$ cat src/sv/aabb_div.sv
// Unsigned restoring divider, one quotient bit per cycle.
// Depends on nothing but the clock and reset.
module aabb_div #(
    parameter int DW = 48
) (
    input  logic          aclk,
    input  logic          aresetn,
    input  logic          start,
    input  logic [DW-1:0] dividend,
    input  logic [30:0]   divisor,
    output logic          done,
    output logic [DW-1:0] quotient
);
    localparam int CW = $clog2(DW + 1);

    logic [DW-1:0] sh_reg;
    logic [30:0]   rem_reg;
    logic [30:0]   dvs_reg;
    logic [CW-1:0] cnt_reg;
    logic          busy_reg;
    logic          done_reg;
    logic [31:0]   rem_sh;
    logic [32:0]   diff;

    assign rem_sh = {rem_reg, sh_reg[DW-1]};
    assign diff   = {1'b0, rem_sh} - {2'b0, dvs_reg};

    always_ff @(posedge aclk) begin
        if (!aresetn) begin
            busy_reg <= 1'b0;
            done_reg <= 1'b0;
            cnt_reg  <= '0;
        end else begin
            done_reg <= 1'b0;
            if (start) begin
                busy_reg <= 1'b1;
                cnt_reg  <= CW'(DW);
            end else if (busy_reg) begin
                cnt_reg <= cnt_reg - 1'b1;
                if (cnt_reg == CW'(1)) begin
                    busy_reg <= 1'b0;
                    done_reg <= 1'b1;
                end
            end
        end
    end

    always_ff @(posedge aclk) begin
        if (start) begin
            sh_reg  <= dividend;
            rem_reg <= '0;
            dvs_reg <= divisor;
        end else if (busy_reg) begin
            if (!diff[32]) begin
                rem_reg <= diff[30:0];
                sh_reg  <= {sh_reg[DW-2:0], 1'b1};
            end else begin
                rem_reg <= rem_sh[30:0];
                sh_reg  <= {sh_reg[DW-2:0], 1'b0};
            end
        end
    end

    assign done     = done_reg;
    assign quotient = sh_reg;

    a_no_restart: assert property (@(posedge aclk) disable iff (!aresetn)
        start |-> !busy_reg) else $error("divider restarted while busy");
    a_done_pulse: assert property (@(posedge aclk) disable iff (!aresetn)
        done_reg |-> !busy_reg) else $error("done while busy");
    a_cnt_zero: assert property (@(posedge aclk) disable iff (!aresetn)
        !busy_reg && !start |=> cnt_reg == $past(cnt_reg)) else $error("counter drift");
endmodule

$ cat config.mk
export PLATFORM = sky130hd
export DESIGN_NAME = aabb_div
export DESIGN_NICKNAME = d
export VERILOG_FILES = /design/src/sv/aabb_div.sv
export SDC_FILE = /design/constraint.sdc
export NUM_CORES = 1
export LEC_CHECK = 0
export BUFFER_PORTS_ARGS = -buffer_cell sky130_fd_sc_hd__buf_2
export CELL_PAD_IN_SITES_DETAIL_PLACEMENT = 0
export CELL_PAD_IN_SITES_GLOBAL_PLACEMENT = 1
export CORE_MARGIN = 4
export CORE_UTILIZATION = 47
export CTS_CLUSTER_SIZE = 12
export DETAILED_ROUTE_END_ITERATION = 6
export GPL_TIMING_DRIVEN = 1
export PLACE_DENSITY_LB_ADDON = 0.1
export SETUP_SLACK_MARGIN = 0.5
export SLEW_MARGIN = 25
export SYNTH_ARGS = -nofsm -noshare
export SYNTH_HDL_FRONTEND = slang
export SYNTH_SLANG_ARGS = --single-unit
export TNS_END_PERCENT = 5
$ cat constraint.sdc
create_clock -name aclk -period 6.85 [get_ports aclk]
set_input_delay 0.3425 -clock aclk [delete_from_list [all_inputs] [get_ports aclk]]
set_output_delay 0.3425 -clock aclk [all_outputs]
set_load 0.005 [all_outputs]
# After elaboration in Yosys (flattened, before gate mapping)
# Index checks and enable logic that the tools add are counted.
# op_classes
addsub	2
n_eq_ne	1
muxes	10
bitwise_logic	2
reduce_logical	3
# op_table
op	n
48-bit two-way mux	2
32-bit by 31-bit subtractor with 33-bit output	1
31-bit two-way mux	1
6-bit two-way mux	2
6-bit by 1-bit equality test with 1-bit output, second input constant	1
6-bit by 1-bit subtractor with 6-bit output, second input constant	1
1-bit two-way mux	5
3-bit OR reduction	1
1-bit inverter	2
2-bit nonzero test	1
2-bit OR reduction	1
# word_totals
reg_bits	118
inputBits	82
elab_cells	25

# Depth between registers and ports, before layout
# depth
depth_word	4
mapped_depth	13

# Least setup slack after synthesis
# No wires, ideal clock.
# synth_timing
kind	reg-to-reg
from	reg sh_reg[47], in the netlist quotient[47]
to	reg rem_reg[11]
setup_ns	0.079
arrival_ns	2.874
t_required_ns	6.771
slack_ns	3.896
path_stages_with_launch	12
n_path_buf	0
cell_sequence	edfxtp_1 -> inv_1 -> ha_1 -> fa_1 -> nand2b_1 -> a21o_1 -> a31oi_2 -> a31o_1 -> a41oi_4 -> o21a_4 -> or4b_1 -> a211oi_2
# synth_between
elab_chain_len	2
# synth_lines
item	line	source
from (decl)	16	logic [DW-1:0] sh_reg;
from (signal assigned)	50	sh_reg <= dividend;
from (signal assigned)	56	sh_reg <= {sh_reg[DW-2:0], 1'b1};
from (signal assigned)	59	sh_reg <= {sh_reg[DW-2:0], 1'b0};
32-bit by 31-bit subtractor with 33-bit output	26	assign diff = {1'b0, rem_sh} - {2'b0, dvs_reg};
31-bit two-way mux	54	if (!diff[32]) begin
to (signal assigned)	55	rem_reg <= diff[30:0];
to (signal assigned)	58	rem_reg <= rem_sh[30:0];
to (decl)	17	logic [30:0] rem_reg;
# Every way passes these cells.
# A chain may end at the register's enable or synchronous reset.

# Worst setup path after layout
# layout_timing
from	reg sh_reg[47], in the netlist quotient[47]
to	reg rem_reg[17]
# The elaborated chain is that of the path after synthesis.

==> impl_metrics.py <==
metrics = {
    "detailed_routing": {
        "ant_nets": 0,
        "drtIter0Drc": 282,
        "drc": 0,
        "via_count": 4975,
        "wirelength_um": 14880,
        "wl_per_cell_um": 16.40,
        "via_per_inst": 5.485,
        "drtPass1Iterations": 5,
    },
    "sta": {
        "rsz0062_at_grt": "false",
        "setup_viol": 0,
        "slew_headroom_pct": 42.70,
        "timing.fmax_ghz": 0.2835,
        "clock_skew_ns": 0.007902,
        "slew_viol_final": 0,
        "tightest_slew_ns": 0.8595,
        "timing.final.crit_period_ns": 3.528,
        "finalCritPeriodShare_pct": 51.50,
        "hold_viol": 0,
        "fin_setup_tns_ns": 0,
    },
    "power_and_ir_drop": {
        "finalPower_w": 0.002152,
        "power.density_mw_per_mm2": 274.1,
        "ir_drop_mv": 0.1811,
        "leakagePower_nw": 3.282,
    },
    "clock_tree": {
        "htree_levels": 4,
        "cts_tree": "yes",
        "post_cts_buffers": 0,
        "clkTransAtPathRegs_ns": 0.06,
        "cts-root-buf": "clkbuf_16",
        "cts_buffers": 17,
        "worstSkewPairLatency_ns": 0.42,
        "cts_buffer_depth": 2,
        "ctsResizeCount": 0,
        "cts.sinks": 118,
        "ctsHoldBuffers": 0,
    },
    "setup_path": {
        "cp.required_ns": 7.17,
        "endpoint_kind": "flop",
        "crit_type": "reg2reg",
        "cp-start-kind": "flop",
        "worstPathMaxFanout": 25,
        "rrSetupSlack_ns": 3.32,
        "cp_data_arrival_time_ns": 3.85,
    },
    "cells_and_area": {
        "nets": 834,
        "seq_area_mm2": 0.003154,
        "largest_reg_flops": 48,
        "final_cell_mix": "buf_2, edfxtp_1, nand2_1",
        "multi_input_area_mm2": 0.003068,
        "final_common_cell": "buf_2",
        "layout-drive-gt1-share_pct": 32.56,
        "area_growth_pct": 20.74,
        "diodes": 0,
        "nFillCells": 1128,
    },
    "die": {
        "initial_utilization_pct": 48.52,
        "std_cell_rows": 42,
        "die_h_um": 125.6,
        "core_area_mm2": 0.01340,
        "dieWidth_um": 125.6,
        "die_area_mm2": 0.01578,
        "num_io_pins": 131,
    },
    "yosys": {
        "ys_types": 64,
        "ys_seq_elements": 118,
        "yosysWarnings": 0,
        "avgSynthCellArea_um2": 10.93,
        "synth_area_leader_cell": "edfxtp_1",
        "syn_area_mm2": 0.006502,
        "synth_edf_count": 79,
        "synth_nets": 711,
        "async_flop_share_pct": 0,
        "synthCells": 595,
        "synthFlopType": "edfxtp_1",
        "synth_top_area_share_pct": 36.48,
        "ys_seq_area_share_pct": 48.49,
        "yosys-top-cells-area": "edfxtp_1, dfxtp_1, mux2_2",
    },
    "global_route": {
        "overflow": 0,
        "grt_max_degree": 69,
        "grtUsageTotal_pct": 19.34,
        "grt_pass1_vias": 5078,
        "antenna_found_initial": 0,
        "grt_pass1_wl_um": 24740,
    },
    "job": {
        "max_cap_violations": 0,
    },
    "place": {
        "routabilityCongestion": 0.8223,
        "hpwl_um": 10180,
        "portBuffers": 130,
    },
    "outcome": {
        "outcome": "completed",
    },
    "worst_hold_path": {
        "hp-class": "in2reg",
    },
}
[cell usage after synthesis (3+ instances only)]
master and number:
xor2_1 7, inv_1 42, buf_2 6, a21o_1 15, dfxtp_1 39, nor2b_1 5
a31oi_1 8, and2_1 3, a311oi_1 4, nand2_1 60, ha_1 33, mux2_2 48
o211ai_1 9, clkbuf_1 19, a211oi_1 10, o21a_1 6, or3_1 4, nand2b_1 3
a31o_2 3, o21ai_1 7, a311oi_2 14, edfxtp_1 79, o21ai_0 10, xnor2_1 19
nor2_1 44, nand4_1 3, nor3_1 7, a21oi_1 34, nand3_1 9, and3_1 6
[worst paths after layout]
kind,to,cells past startpoint,from
worst max-delay path,rem_reg[17],12,quotient[47]
worst min-delay path,dvs_reg[3],1,divisor[3]
worst max register to register,rem_reg[17],12,quotient[47]
worst min register to register,rem_reg[8],2,rem_reg[8]
[metal layers]
metal  share of wire, %  GRT usage, %  wire length (um)
met1                 45         24.06              6701
met3                7.5         7.621              1123
met5                  0             0                 0
met4                1.5         6.378               224
met2                 46         30.93              6829
[stage by stage]
stage	hold slack, ns	cell area (um2)	cells	worst slack [ns]	util, %
finish	0.09226	7851	907	3.322	58.59
floorplan	0.4414	6502	595	3.896	-
global placement	0.4700	7263	875	3.447	54.20
detailed placement	0.4865	7268	875	3.348	54.24
CTS	0.07682	7851	907	3.324	58.59
global route	0.07002	7851	907	3.088	58.59
[cell families after synthesis]
group	after synthesis	share of synthesized area [%]
AOI/OAI and AO/OA	144	17.41
xor gates and xnor gates	26	3.502
adders and majority gates	34	6.658
buffers and inverters	70	4.445
DFF	118	48.49
muxes	49	8.486
and+or+nand+nor	154	11.01
[cell type report]
| cell class | instances | area share, % |
|---|---|---|
| Clock buffer | 18 | 5.466 |
| Clock inverter | 14 | 1.960 |
| Inverter | 42 | 2.008 |
| Multi-Input combinational cell | 407 | 39.08 |
| Sequential cell | 118 | 40.18 |
| Tap cell | 176 | 2.805 |
| Timing Repair Buffer | 132 | 8.510 |
[power by group]
group | total (W) | internal (W) | switching (W)
Clock | 0.000880 | 0.000538 | 0.000342
Sequential | 0.000868 | 0.000834 | 0.0000336
Combinational | 0.000405 | 0.000177 | 0.000227
Total | 0.00215 | 0.00155 | 0.000603
[critical path, stage by stage, from the launching register on]
cell	delay (ns)
edfxtp_1	0.36
inv_1	0.05
ha_1	0.22
fa_1	0.38
nand2b_1	0.19
a21o_1	0.20
a31oi_2	0.20
a31o_1	0.31
a41oi_4	0.20
o21a_4	0.29
nor2_4	0.56
nand2_1	0.15
a311oi_2	0.31
Power figures use the tool's default switching activity.
